==> src/hdl/track_lifecycle_table_defines.svh <==
// Assertion macros shared by the track lifecycle table RTL.
`ifndef TRACK_LIFECYCLE_TABLE_DEFINES_SVH
`define TRACK_LIFECYCLE_TABLE_DEFINES_SVH

`ifndef SYNTH
// Clocked check that is switched off while reset is asserted.
`define TLT_ASSERT(name, prop, msg) \
	name: assert property (@(posedge clk) disable iff (!arst_n) (prop)) else $error(msg);
// Clocked check that is also evaluated during reset.
`define TLT_ASSERT_ALWAYS(name, prop, msg) \
	name: assert property (@(posedge clk) (prop)) else $error(msg);
`else
`define TLT_ASSERT(name, prop, msg)
`define TLT_ASSERT_ALWAYS(name, prop, msg)
`endif

`endif

==> src/hdl/tlt_pkg.sv <==
// Shared types, constants and helper functions of the track lifecycle table.
package tlt_pkg;

	// Table size default and fixed field widths.
	localparam int NUM_TRACKS_DEF = 64;
	localparam int SLOT_W         = 6;
	localparam int ID_W           = 16;
	localparam int CFG_IDX_W      = 3;
	localparam int CFG_DATA_W     = 8;

	// Input item modes.
	localparam logic MODE_BIRTH  = 1'b0;
	localparam logic MODE_UPDATE = 1'b1;

	// Counter limits and masks.
	localparam logic [15:0] HIT_MAX    = 16'hFFFF;
	localparam logic [7:0]  CNT_MAX    = 8'hFF;
	localparam logic [7:0]  LAST5_MASK = 8'h1F;
	localparam logic [15:0] ID_MAX     = 16'hFFFF;
	localparam logic [15:0] ID_FIRST   = 16'd1;

	// Register reset values.
	localparam logic [2:0] CONFIRM_HITS_RST  = 3'd3;
	localparam logic [3:0] QUALITY_HITS_RST  = 4'd6;
	localparam logic [7:0] CONF_MISS_RST     = 8'd5;
	localparam logic [7:0] TENT_AGE_RST      = 8'd6;
	localparam logic [7:0] TENT_MISS_RST     = 8'd3;

	typedef enum logic [1:0] {
		ST_FREE = 2'd0,
		ST_TENT = 2'd1,
		ST_CONF = 2'd2
	} status_t;

	typedef enum logic [1:0] {
		ERR_NONE      = 2'd0,
		ERR_FULL      = 2'd1,
		ERR_FREE_SLOT = 2'd2
	} err_t;

	typedef enum logic [CFG_IDX_W-1:0] {
		CFG_CONFIRM_HITS   = 3'd0,
		CFG_QUALITY_HITS   = 3'd1,
		CFG_CONF_MISS_LIM  = 3'd2,
		CFG_TENT_AGE_LIM   = 3'd3,
		CFG_TENT_MISS_LIM  = 3'd4
	} cfg_idx_t;

	typedef struct packed {
		logic [2:0] confirm_hits;
		logic [3:0] quality_hits;
		logic [7:0] conf_miss_lim;
		logic [7:0] tent_age_lim;
		logic [7:0] tent_miss_lim;
	} cfg_t;

	// One track record as held in the record memory.
	typedef struct packed {
		logic [7:0]      history;
		logic [15:0]     hits;
		logic [7:0]      misses;
		logic [7:0]      age;
		logic [ID_W-1:0] id;
	} rec_t;

	// Outcome of one epoch update.
	typedef struct packed {
		rec_t    rec;
		status_t status;
		logic    quality;
	} upd_t;

	// Number of set bits in a byte.
	function automatic logic [3:0] popcnt8(input logic [7:0] v);
		logic [3:0] n;
		n = '0;
		for (int b = 0; b < 8; b++) begin
			n = n + 4'(v[b]);
		end
		return n;
	endfunction

endpackage

==> src/hdl/tlt_rec_mem.sv <==
// Track record memory: one write port, one registered read port.
module tlt_rec_mem import tlt_pkg::*; #(
	parameter int DEPTH = NUM_TRACKS_DEF,
	localparam int AW = $clog2(DEPTH)
) (
	input  logic          clk,
	input  logic          we,
	input  logic [AW-1:0] waddr,
	input  rec_t          wdata,
	input  logic          re,
	input  logic [AW-1:0] raddr,
	output rec_t          rdata
);

	rec_t mem [DEPTH];

	// Write port.
	always_ff @(posedge clk) begin
		if (we) begin
			mem[waddr] <= wdata;
		end
	end

	// Registered read port.
	always_ff @(posedge clk) begin
		if (re) begin
			rdata <= mem[raddr];
		end
	end

endmodule

==> src/hdl/tlt_free_find.sv <==
// Finds the lowest-numbered free slot in the occupancy vector.
module tlt_free_find import tlt_pkg::*; #(
	parameter int NUM = NUM_TRACKS_DEF,
	localparam int IW = $clog2(NUM)
) (
	input  logic [NUM-1:0] free_vec,
	output logic           found,
	output logic [IW-1:0]  idx
);

	// Priority encoder, lowest index wins.
	always_comb begin
		found = 1'b0;
		idx   = '0;
		for (int i = NUM - 1; i >= 0; i--) begin
			if (free_vec[i]) begin
				found = 1'b1;
				idx   = IW'(i);
			end
		end
	end

endmodule

==> src/hdl/tlt_rec_upd.sv <==
// Epoch update of one track record: counters, history and M-of-N lifecycle decision.
module tlt_rec_upd import tlt_pkg::*; (
	input  rec_t    rec,
	input  status_t status_in,
	input  logic    radar_hit,
	input  cfg_t    cfg,
	output upd_t    upd
);

	logic [7:0] hist_new;
	logic [2:0] last5;
	rec_t       rec_new;
	status_t    st_new;

	// Shift the hit into the history and step the saturating counters.
	always_comb begin
		hist_new = {rec.history[6:0], radar_hit};
		rec_new = rec;
		rec_new.history = hist_new;
		if (radar_hit) begin
			rec_new.hits   = (rec.hits == HIT_MAX) ? rec.hits : rec.hits + 16'd1;
			rec_new.misses = '0;
		end else begin
			rec_new.misses = (rec.misses == CNT_MAX) ? rec.misses : rec.misses + 8'd1;
		end
		rec_new.age = (rec.age == CNT_MAX) ? rec.age : rec.age + 8'd1;
	end

	// Confirmation, early drop of tentative tracks and deletion on misses.
	always_comb begin
		last5  = 3'(popcnt8(hist_new & LAST5_MASK));
		st_new = status_in;
		case (status_in)
			ST_TENT: begin
				if (last5 >= cfg.confirm_hits) begin
					st_new = ST_CONF;
				end else if (rec_new.age >= cfg.tent_age_lim ||
				             rec_new.misses >= cfg.tent_miss_lim) begin
					st_new = ST_FREE;
				end
			end
			default: st_new = status_in;
		endcase
		// A track confirmed in this epoch is still subject to the miss limit.
		if (st_new == ST_CONF && rec_new.misses >= cfg.conf_miss_lim) begin
			st_new = ST_FREE;
		end
	end

	assign upd.rec     = rec_new;
	assign upd.status  = st_new;
	assign upd.quality = (st_new == ST_CONF) && (popcnt8(hist_new) >= cfg.quality_hits);

endmodule

==> src/hdl/track_lifecycle_table.sv <==
// Top level of the track lifecycle table.
//
// The table holds NUM_TRACKS track records and takes one transaction per clock unless the
// result is stalled: a birth claims the lowest free slot, an update advances one slot by an
// epoch and applies M-of-N confirmation and deletion. Every transaction yields exactly one
// result transaction: the accepting edge loads the input register, and the result register
// is loaded from the input register when empty or taken. A stalled result holds the input
// stage, so the input stays ready only while the input stage can drain. Throughput is one
// transaction per cycle unless the result is stalled, set by the single read-modify-write
// of the record memory, whose read is issued at acceptance and forwarded from a same-slot
// write of the item ahead. Slot status is held in flip-flops and cleared by reset, so no
// clearing pass is needed; the other record fields are written at birth before they can be
// read. Configuration writes are expected only while no transaction is in flight.
`include "track_lifecycle_table_defines.svh"

module track_lifecycle_table import tlt_pkg::*; #(
	parameter int NUM_TRACKS = NUM_TRACKS_DEF
) (
	input  logic                  clk,
	input  logic                  arst_n,
	// Configuration write port.
	input  logic                  cfg_we,
	input  logic [CFG_IDX_W-1:0]  cfg_index,
	input  logic [CFG_DATA_W-1:0] cfg_data,
	// Input transaction.
	input  logic                  in_valid,
	output logic                  in_ready,
	input  logic                  mode,
	input  logic [SLOT_W-1:0]     slot,
	input  logic                  radar_hit,
	// Result transaction.
	output logic                  out_valid,
	input  logic                  out_ready,
	output logic [SLOT_W-1:0]     slot_out,
	output logic [ID_W-1:0]       track_id,
	output logic [1:0]            status,
	output logic                  quality,
	output logic [1:0]            error
);

	localparam int IDX_W = $clog2(NUM_TRACKS);

	// Handshake and stage control.
	logic accept;
	logic commit;

	// Configuration registers.
	cfg_t cfg_q;

	// Input stage.
	logic              valid_s1;
	logic              mode_s1;
	logic [SLOT_W-1:0] slot_s1;
	logic              hit_s1;
	logic              byp_s1;
	rec_t              byp_rec_s1;

	// Result stage.
	logic              valid_s2;
	logic [SLOT_W-1:0] slot_s2;
	logic [ID_W-1:0]   id_s2;
	status_t           status_s2;
	logic              quality_s2;
	err_t              error_s2;

	// Table state.
	status_t         status_q [NUM_TRACKS];
	logic [ID_W-1:0] next_id_q;

	// Datapath.
	logic [NUM_TRACKS-1:0] free_vec;
	logic                  free_found;
	logic [IDX_W-1:0]      free_idx;
	logic                  in_range;
	logic [IDX_W-1:0]      upd_idx;
	status_t               cur_status;
	rec_t                  rd_rec;
	rec_t                  cur_rec;
	upd_t                  upd;
	logic                  birth_ok;

	// Write-back controls and result payload.
	logic             st_we;
	logic [IDX_W-1:0] st_widx;
	status_t          st_wval;
	logic             mem_we;
	logic [IDX_W-1:0] mem_waddr;
	rec_t             mem_wdata;
	logic             id_adv;
	logic [SLOT_W-1:0] res_slot;
	logic [ID_W-1:0]   res_id;
	status_t           res_status;
	logic              res_quality;
	err_t              res_error;

	// Handshake: the input stage drains into the result register when it is empty or taken.
	assign commit   = valid_s1 && (!valid_s2 || out_ready);
	assign in_ready = !valid_s1 || commit;
	assign accept   = in_valid && in_ready;

	// Configuration registers.
	always_ff @(posedge clk or negedge arst_n) begin
		if (!arst_n) begin
			cfg_q.confirm_hits  <= CONFIRM_HITS_RST;
			cfg_q.quality_hits  <= QUALITY_HITS_RST;
			cfg_q.conf_miss_lim <= CONF_MISS_RST;
			cfg_q.tent_age_lim  <= TENT_AGE_RST;
			cfg_q.tent_miss_lim <= TENT_MISS_RST;
		end else if (cfg_we) begin
			case (cfg_idx_t'(cfg_index))
				CFG_CONFIRM_HITS:  cfg_q.confirm_hits  <= cfg_data[2:0];
				CFG_QUALITY_HITS:  cfg_q.quality_hits  <= cfg_data[3:0];
				CFG_CONF_MISS_LIM: cfg_q.conf_miss_lim <= cfg_data;
				CFG_TENT_AGE_LIM:  cfg_q.tent_age_lim  <= cfg_data;
				CFG_TENT_MISS_LIM: cfg_q.tent_miss_lim <= cfg_data;
				default: ;
			endcase
		end
	end

	// Input stage control.
	always_ff @(posedge clk or negedge arst_n) begin
		if (!arst_n) begin
			valid_s1 <= 1'b0;
			byp_s1   <= 1'b0;
		end else if (in_ready) begin
			valid_s1 <= in_valid;
			byp_s1   <= accept && commit && mem_we && (mem_waddr == IDX_W'(slot));
		end
	end

	// Input stage payload, with the record written by the item ahead kept for forwarding.
	always_ff @(posedge clk) begin
		if (accept) begin
			mode_s1    <= mode;
			slot_s1    <= slot;
			hit_s1     <= radar_hit;
			byp_rec_s1 <= mem_wdata;
		end
	end

	// Record memory, read at acceptance.
	tlt_rec_mem #(
		.DEPTH(NUM_TRACKS)
	) u_mem (
		.clk   (clk),
		.we    (commit && mem_we),
		.waddr (mem_waddr),
		.wdata (mem_wdata),
		.re    (accept),
		.raddr (IDX_W'(slot)),
		.rdata (rd_rec)
	);

	// Occupancy vector and first free slot.
	always_comb begin
		for (int i = 0; i < NUM_TRACKS; i++) begin
			free_vec[i] = (status_q[i] == ST_FREE);
		end
	end

	tlt_free_find #(
		.NUM(NUM_TRACKS)
	) u_find (
		.free_vec (free_vec),
		.found    (free_found),
		.idx      (free_idx)
	);

	// Current record and status of the addressed slot; slots past the table read as free.
	assign in_range   = (32'(slot_s1) < NUM_TRACKS);
	assign upd_idx    = IDX_W'(slot_s1);
	assign cur_status = in_range ? status_q[upd_idx] : ST_FREE;
	assign cur_rec    = byp_s1 ? byp_rec_s1 : rd_rec;

	tlt_rec_upd u_upd (
		.rec       (cur_rec),
		.status_in (cur_status),
		.radar_hit (hit_s1),
		.cfg       (cfg_q),
		.upd       (upd)
	);

	assign birth_ok = (mode_s1 == MODE_BIRTH) && free_found;

	// Write-back and result selection for the item in the input stage.
	always_comb begin
		st_we       = 1'b0;
		st_widx     = upd_idx;
		st_wval     = upd.status;
		mem_we      = 1'b0;
		mem_waddr   = upd_idx;
		mem_wdata   = upd.rec;
		id_adv      = 1'b0;
		res_slot    = slot_s1;
		res_id      = '0;
		res_status  = ST_FREE;
		res_quality = 1'b0;
		res_error   = ERR_NONE;
		if (mode_s1 == MODE_BIRTH) begin
			if (free_found) begin
				st_we             = 1'b1;
				st_widx           = free_idx;
				st_wval           = ST_TENT;
				mem_we            = 1'b1;
				mem_waddr         = free_idx;
				mem_wdata.history = 8'd1;
				mem_wdata.hits    = 16'd1;
				mem_wdata.misses  = '0;
				mem_wdata.age     = '0;
				mem_wdata.id      = next_id_q;
				id_adv            = 1'b1;
				res_slot          = SLOT_W'(free_idx);
				res_id            = next_id_q;
				res_status        = ST_TENT;
			end else begin
				res_slot  = '0;
				res_error = ERR_FULL;
			end
		end else if (cur_status == ST_FREE) begin
			res_error = ERR_FREE_SLOT;
		end else begin
			st_we       = 1'b1;
			mem_we      = 1'b1;
			res_id      = cur_rec.id;
			res_status  = upd.status;
			res_quality = upd.quality;
		end
	end

	// Slot status and track id counter.
	always_ff @(posedge clk or negedge arst_n) begin
		if (!arst_n) begin
			for (int i = 0; i < NUM_TRACKS; i++) begin
				status_q[i] <= ST_FREE;
			end
			next_id_q <= ID_FIRST;
		end else if (commit) begin
			if (st_we) begin
				status_q[st_widx] <= st_wval;
			end
			if (id_adv) begin
				next_id_q <= (next_id_q == ID_MAX) ? ID_FIRST : next_id_q + 16'd1;
			end
		end
	end

	// Result register control.
	always_ff @(posedge clk or negedge arst_n) begin
		if (!arst_n) begin
			valid_s2 <= 1'b0;
		end else if (!valid_s2 || out_ready) begin
			valid_s2 <= valid_s1;
		end
	end

	// Result register payload.
	always_ff @(posedge clk) begin
		if (commit) begin
			slot_s2    <= res_slot;
			id_s2      <= res_id;
			status_s2  <= res_status;
			quality_s2 <= res_quality;
			error_s2   <= res_error;
		end
	end

	assign out_valid = valid_s2;
	assign slot_out  = slot_s2;
	assign track_id  = id_s2;
	assign status    = status_s2;
	assign quality   = quality_s2;
	assign error     = error_s2;

	// A committed birth leaves its slot tentative.
	`TLT_ASSERT(a_birth_tent, commit && birth_ok |=> status_q[$past(free_idx)] == ST_TENT, "born slot not tentative")
	// The id counter steps on every committed birth and never reaches zero.
	`TLT_ASSERT(a_id_step, commit && birth_ok |=> next_id_q != $past(next_id_q) && next_id_q != '0, "track id did not advance")
	// Quality is only reported for confirmed tracks.
	`TLT_ASSERT(a_quality_conf, valid_s2 && quality_s2 |-> status_s2 == ST_CONF, "quality without confirmation")
	// An error result carries no track.
	`TLT_ASSERT(a_err_empty, valid_s2 && error_s2 != ERR_NONE |-> id_s2 == '0 && status_s2 == ST_FREE, "error result carries a track")
	// Forwarding is only armed behind a committed item.
	`TLT_ASSERT_ALWAYS(a_byp_valid, !arst_n || !byp_s1 || valid_s1, "forwarding without an item")

endmodule
==> config.mk <==
export PLATFORM = sky130hd
export DESIGN_NAME = track_lifecycle_table
export DESIGN_NICKNAME = d
export VERILOG_FILES = /design/src/hdl/tlt_pkg.sv /design/src/hdl/tlt_rec_mem.sv /design/src/hdl/tlt_free_find.sv /design/src/hdl/tlt_rec_upd.sv /design/src/hdl/track_lifecycle_table.sv
export VERILOG_INCLUDE_DIRS = /design/src /design/src/hdl
export SDC_FILE = /design/constraint.sdc
export NUM_CORES = 2
export LEC_CHECK = 0
export BUFFER_PORTS_ARGS = -buffer_cell sky130_fd_sc_hd__buf_2
export CAP_MARGIN = 10
export CORE_ASPECT_RATIO = 0.8
export CORE_UTILIZATION = 65
export CTS_BUF_LIST = sky130_fd_sc_hd__clkbuf_4
export CTS_CLUSTER_SIZE = 28
export DETAILED_ROUTE_END_ITERATION = 8
export HOLD_SLACK_MARGIN = 0.12
export MAX_ROUTING_LAYER = met4
export PLACE_DENSITY = 0.78
export SETUP_SLACK_MARGIN = 0.4
export SYNTH_ARGS = -nofsm -noshare
export SYNTH_HDL_FRONTEND = slang
export SYNTH_SLANG_ARGS = --single-unit
export TNS_END_PERCENT = 1
==> constraint.sdc <==
create_clock -name clk -period 8.15 [get_ports clk]
set_clock_uncertainty 0.2 [all_clocks]
set_input_delay 1.2225 -clock clk [delete_from_list [all_inputs] [get_ports clk]]
set_output_delay 1.2225 -clock clk [all_outputs]
set_load 0.03 [all_outputs]
Word-level counts from Yosys, hierarchy flattened
Memory sizes are Yosys's and may differ from the RTL's. A register that Yosys moved wholly into a read port is not among the register bits. Cells that the tools add are included.

Add/sub/neg operators: 11. Magnitude comparators: 8. Eq/ne operators: 12. Muxes and demuxes: 168. Bitwise operators: 3. Reduce and logical (&&, ||, !) cells: 88.

Operator list (number): two-way mux 6 bit (68); logical NOT 2 bit (65); bitwise mux 128 bit (1); two-way mux 56 bit (2); two-way mux 16 bit (6); two-way mux 1 bit (72); two-way mux 55 bit (1); adder 16 x 1 -> 16 bit, second input constant (2); == test 16 bit, second input constant (2); two-way mux 2 bit (13); adder 4 x 1 -> 4 bit (6); >= comparator 8 bit (3); two-way mux 8 bit (3); adder 8 x 1 -> 8 bit, second input constant (2); == test 8 bit, second input constant (2); >= comparator 7 bit, second input constant (2); inverter 6 -> 7 bit (2); AND reduction 2 bit (7); binary-select mux 2 bit (select 6 bit) (1); demux 2 bit (select 6 bit) (1); logical AND 1 bit (9); < comparator 7 x 1 -> 1 bit, second input constant (1); == test 3 x 2 -> 1 bit, second input constant (2); == test 6 bit (1); other kinds (12) (16).

Flip-flop bits (word level): 268. RAM bits: 3584. Output and inout bits: 29. Memories: 1.

Memory list: u_mem.mem (depth 64, width 56, read ports 1, clocked after Yosys merged registers in 1, wr ports 1, RTL line tlt_rec_mem.sv:15) `rec_t mem [DEPTH];`.

Logic depth before layout (Yosys ltp)
Depth in word-level cells: 73. Depth in mapped cells: 21.

Hierarchy
Synthesis repeated with hierarchy kept, for this count alone.

Cell total of the unflattened synthesis: 7382. Area total of the unflattened synthesis: 153661.1 sq um.

By module, submodules not included: tlt_rec_mem (times used 1, cells each 5949, area an instance 137544.4 sq um); track_lifecycle_table (times used 1, cells each 1034, area an instance 13486.7 sq um); tlt_rec_upd (times used 1, cells each 259, area an instance 1866.8 sq um); tlt_free_find (times used 1, cells each 140, area an instance 763.2 sq um).

Worst setup path after synthesis
No wires, ideal clock.

Path kind: register to register. Start point: reg byp_s1. End point: reg byp_rec_s1[27] (netlist bit), data pin. Setup time: 0.688 ns. Arrival time: 4.928 ns. Required time: 7.262 ns. Path slack: 2.334 ns. Cell stages (with the launch flop): 11. Path buffers: 3. Cells stage by stage: dfrtp_1 -> clkbuf_1 -> buf_1 -> mux2_2 -> ha_1 -> nand3_1 -> or2_2 -> clkbuf_1 -> nor3b_1 -> xor2_1 -> nor3_1.

RTL lines: start, declared (RTL line track_lifecycle_table.sv:55) `logic byp_s1;`; start signal, assigned (RTL line track_lifecycle_table.sv:128) `byp_s1 <= accept && commit && mem_we && (mem_waddr == IDX_W'(slot));`; end signal, assigned (RTL line track_lifecycle_table.sv:138) `byp_rec_s1 <= mem_wdata;`; end, declared (RTL line track_lifecycle_table.sv:56) `rec_t byp_rec_s1;`.

Worst setup path in the final report
Start point: reg byp_s1. End point: reg status_q[10] (netlist bit).

Longest elaborated chain between the ends: 15. Elaborated cells on any way between the ends: 26. Those cells by class: add/sub (6); order compare (4); eq/ne (3); mux (11); reduce/logical (2).

Ends and longest elaborated chain: two-way mux 55 bit (*) (RTL line track_lifecycle_table.sv:174) `assign cur_rec = byp_s1 ? byp_rec_s1 : rd_rec;`; parallel branches: the longest is 10 deep, another holds adder 4 x 1 -> 4 bit; two-way mux 2 bit (*) (RTL line tlt_rec_upd.sv:45) `if (st_new == ST_CONF && rec_new.misses >= cfg.conf_miss_lim) begin`; two-way mux 2 bit (RTL line track_lifecycle_table.sv:201) `if (free_found) begin`; two-way mux 2 bit (*) (RTL line track_lifecycle_table.sv:200) `if (mode_s1 == MODE_BIRTH) begin`; bitwise mux 128 bit (*) (RTL line track_lifecycle_table.sv:240) `status_q[st_widx] <= st_wval;`; end signal, assigned by index (RTL line track_lifecycle_table.sv:240); end, declared (RTL line track_lifecycle_table.sv:67) `status_t status_q [NUM_TRACKS];`.

Mark *: on every way between the ends. A chain may end at the register's enable or synchronous reset.

==> flow_metrics.py <==
metrics = {
    "run_status": {
        "status": "completed",
    },
    "timing": {
        "worstMarginPinSlew_ps": 1120,
        "worst_slack_ps": 2500,
        "layout_min_cycle_time_ps": 5650,
        "max_freq_mhz": 177,
        "final_max_slew_viol_count": 0,
        "hold_viol": 0,
        "slew_headroom_pct": 25.1,
        "tns_ps": 0,
        "setup_violations": 0,
        "rsz0062_at_grt": "false",
        "period_share_pct": 69.3,
    },
    "power": {
        "clkPwrFrac_pct": 37.5,
        "power.share.sequential_pct": 54.4,
        "power.internal_mw": 22.9,
        "pwr-share-comb_pct": 8.1,
        "p_switching_mw": 7.09,
        "p_leak_nw": 40.9,
        "power_density_nw_per_um2": 246,
        "vdd_drop_max_mv": 0.177,
        "switching_share_pct": 23.6,
    },
    "die": {
        "row_count": 134,
        "dieArea_um2": 170000,
        "core_um2": 167000,
        "die_x_um": 461,
        "io_pins": 53,
        "start_util_pct": 65.7,
        "die_h_um": 370,
    },
    "global_routing": {
        "grt_max_degree": 125,
        "grt_remaining_overflow": 0,
        "grt_pass1_vias": 57200,
        "grt_util_all_layers_pct": 33.9,
        "grt_pass1_wl_um": 392000,
        "grt_antenna_before_repair": 23,
    },
    "logic_synthesis": {
        "syn_nets": 4956,
        "synth-edff-count": 2609,
        "yosys.cell_types.count": 78,
        "netlist_instances": 4890,
        "yosysSeqAreaShare_pct": 75.5,
        "synthFlopType": "edfxtp_1",
        "synth-seq-cells": 2787,
        "synth_top_cell_area_share_pct": 71.4,
        "avgSynthCellArea_um2": 22.4,
        "synthArstFlopShare_pct": 6.39,
        "synth_warnings": 0,
        "syn-cell-area_um2": 110000,
        "yosysTopAreaCell": "edfxtp_1",
        "synthTopCellsByArea": "edfxtp_1 71%, mux4_2 17%, dfrtp_1 3.8%",
    },
    "placement": {
        "dpl_worst_slack_ps": 2640,
        "port_buffers": 52,
        "dpl.cell_count": 7078,
        "dp_hpwl_um": 157000,
        "place_congestion": 0.965,
    },
    "cts": {
        "clockBufferDepth": 4,
        "clkSinkCount": 2787,
        "path_clk_slew_ps": 60,
        "post-cts-setup-buffers": 0,
        "root_buffer": "clkbuf_4",
        "clock_latency_ps": 1410,
        "cts-htree-levels": 6,
        "tritoncts": "built",
        "cts_resized": 0,
        "cts_buffers": 661,
    },
    "final_layout": {
        "layout_common_cells": "2609 x edfxtp_1, 992 x clkbuf_4, 836 x mux4_2",
        "areaGrowthSynthToFinish_pct": 11.4,
        "instances_no_fill": 8273,
        "n_fill_cell": 9432,
        "drive_above_1_share_pct": 38.8,
        "final_common_cell": "edfxtp_1",
        "nets": 5601,
    },
    "worst_setup_path": {
        "crit_type": "flop to flop",
        "start_kind": "flop",
        "cp_data_arrival_time_ps": 6730,
        "setup.worst_path.end_class": "flop",
        "crit_required_ps": 9230,
        "critPathMaxFanout": 65,
    },
    "detailed_routing": {
        "dr.first_iter.drc_count": 8001,
        "vias_per_cell": 6.78,
        "drc_errors": 0,
        "postRouteAntennaNets": 0,
        "drt_wl_total_um": 274000,
        "dr.pass1.iters": 6,
        "post_drt_wl_per_cell_um": 33.1,
        "vias": 56100,
    },
    "worst_hold_path": {
        "min_path_type": "primary input to flop",
    },
    "run": {
        "cap_violations": 0,
    },
}
-- layout make-up --
class | instances | area [um^2] | share of cell area, %
repair buffers | 224 | 1910 | 1.56
flip-flops and latches | 2787 | 82800 | 67.8
inverters | 96 | 360 | 0.295
well taps | 2244 | 2810 | 2.30
clock buffers | 992 | 7450 | 6.09
multi-input cells | 1765 | 26000 | 21.2
diodes | 21 | 52.6 | 0.0430
clock inverters | 144 | 872 | 0.713
-- power groups by stage --
stage	combinational [mW]	clock, mW	sequential [mW]
final	2.43	11.3	16.3
after global routing	2.56	12.1	16.4
after CTS	2.38	11.4	16.3
after detailed placement	2.35	0	16.6
after global placement	2.30	0	16.6
after floorplan	1.44	0	16.6
-- state kept, by name (all words and copies together), names as in the netlist --
| name | flops |
|---|---|
| status | 2 |
| byp_rec_s1 | 39 |
| next_id_q | 16 |
| slot_out | 6 |
| status_q | 128 |
| error | 2 |
| u_mem.rdata | 39 |
| slot_s1 | 6 |
| valid_s1 | 1 |
| hit_s1 | 1 |
| track_id | 16 |
| quality | 1 |
| byp_s1 | 1 |
| cfg_q | 31 |
| out_valid | 1 |
| mode_s1 | 1 |
| u_mem.mem | 2496 |
-- critical path, stage by stage (launching register included) --
cell and delay, ps:
dfrtp_2 670, buf_4 630, mux2_2 330, ha_1 210
and2_1 230, nand3_1 280, xnor2_1 470, ha_1 310
nand2b_1 140, a21o_1 180, a21o_1 170, a21oi_1 130
nor2b_1 60, o2111ai_1 200, a32oi_1 210, o21ai_4 160
buf_4 580, mux2_2 280
-- through the flow --
| step | cell area [um^2] | hold WS, ps | util, % | total power, mW |
|---|---|---|---|---|
| CTS | 122000 | 141 | 73.0 | 30.1 |
| finish | 122000 | 197 | 73.1 | 30.0 |
| global placement | 113000 | 296 | 67.8 | 18.9 |
| global route | 122000 | 166 | 73.1 | 31.0 |
| floorplan | 110000 | 279 | - | 18.1 |
| detailed placement | 113000 | 302 | 67.8 | 19.0 |
-- final timing paths --
kind	from	slack, ps	depth (start not counted)	endpoint
max in group asynchronous	arst_n	6010	4	next_id_q[1]
min reg2reg	cfg_q[15]	320	1	cfg_q[15]
min	slot[0]	200	1	slot_s1[0]
max reg2reg	byp_s1	2500	17	status_q[10]
min in group asynchronous	arst_n	610	3	status_q[5]
max	byp_s1	2500	17	status_q[10]
-- cell families after synthesis --
family,Yosys count,synth area share [%]
flip-flops,2787,75.5
multiplexers,1051,19.3
AND/OR/NAND/NOR,402,1.87
buffers and inverters,338,1.19
AO/OA/AOI/OAI,247,1.49
adder cells (fa/ha/maj),42,0.506
XOR/XNOR,23,0.184
-- cells in the mapped netlist, types with 7 or more instances --
cell type,instances
xnor2_1,13
inv_1,95
mux4_2,836
a21o_1,13
and3_1,11
nand2_2,7
nand3_1,27
nor2_1,101
nor3_1,16
edfxtp_1,2609
o22ai_1,40
xor2_1,10
mux2_2,124
o32a_1,8
nor2b_1,18
o21ai_0,60
nand4_1,10
and2_1,21
a21oi_1,53
dfstp_2,11
nand2b_1,18
mux2_1,27
a22oi_1,13
clkbuf_1,150
dfrtp_1,167
nor4_2,8
buf_2,15
nand2_1,124
o22a_1,8
mux2i_1,64
ha_1,38
buf_1,72
-- metal layers --
layer  track usage (%)  wire [um]  share of wire [%]
met2              49.5     129000                 47
met5                 -          0                  0
met3              10.3      35900                 13
met1              47.1     102000                 37
met4              10.1       6650                2.4
-- what timing repair did --
action                                 4_1_cts  5_1_grt
hold buffers                                32        0
endpoints found under the hold margin       89        0
setup endpoints to repair                    0        0
No activity file was read; power rests on OpenSTA's default activity.
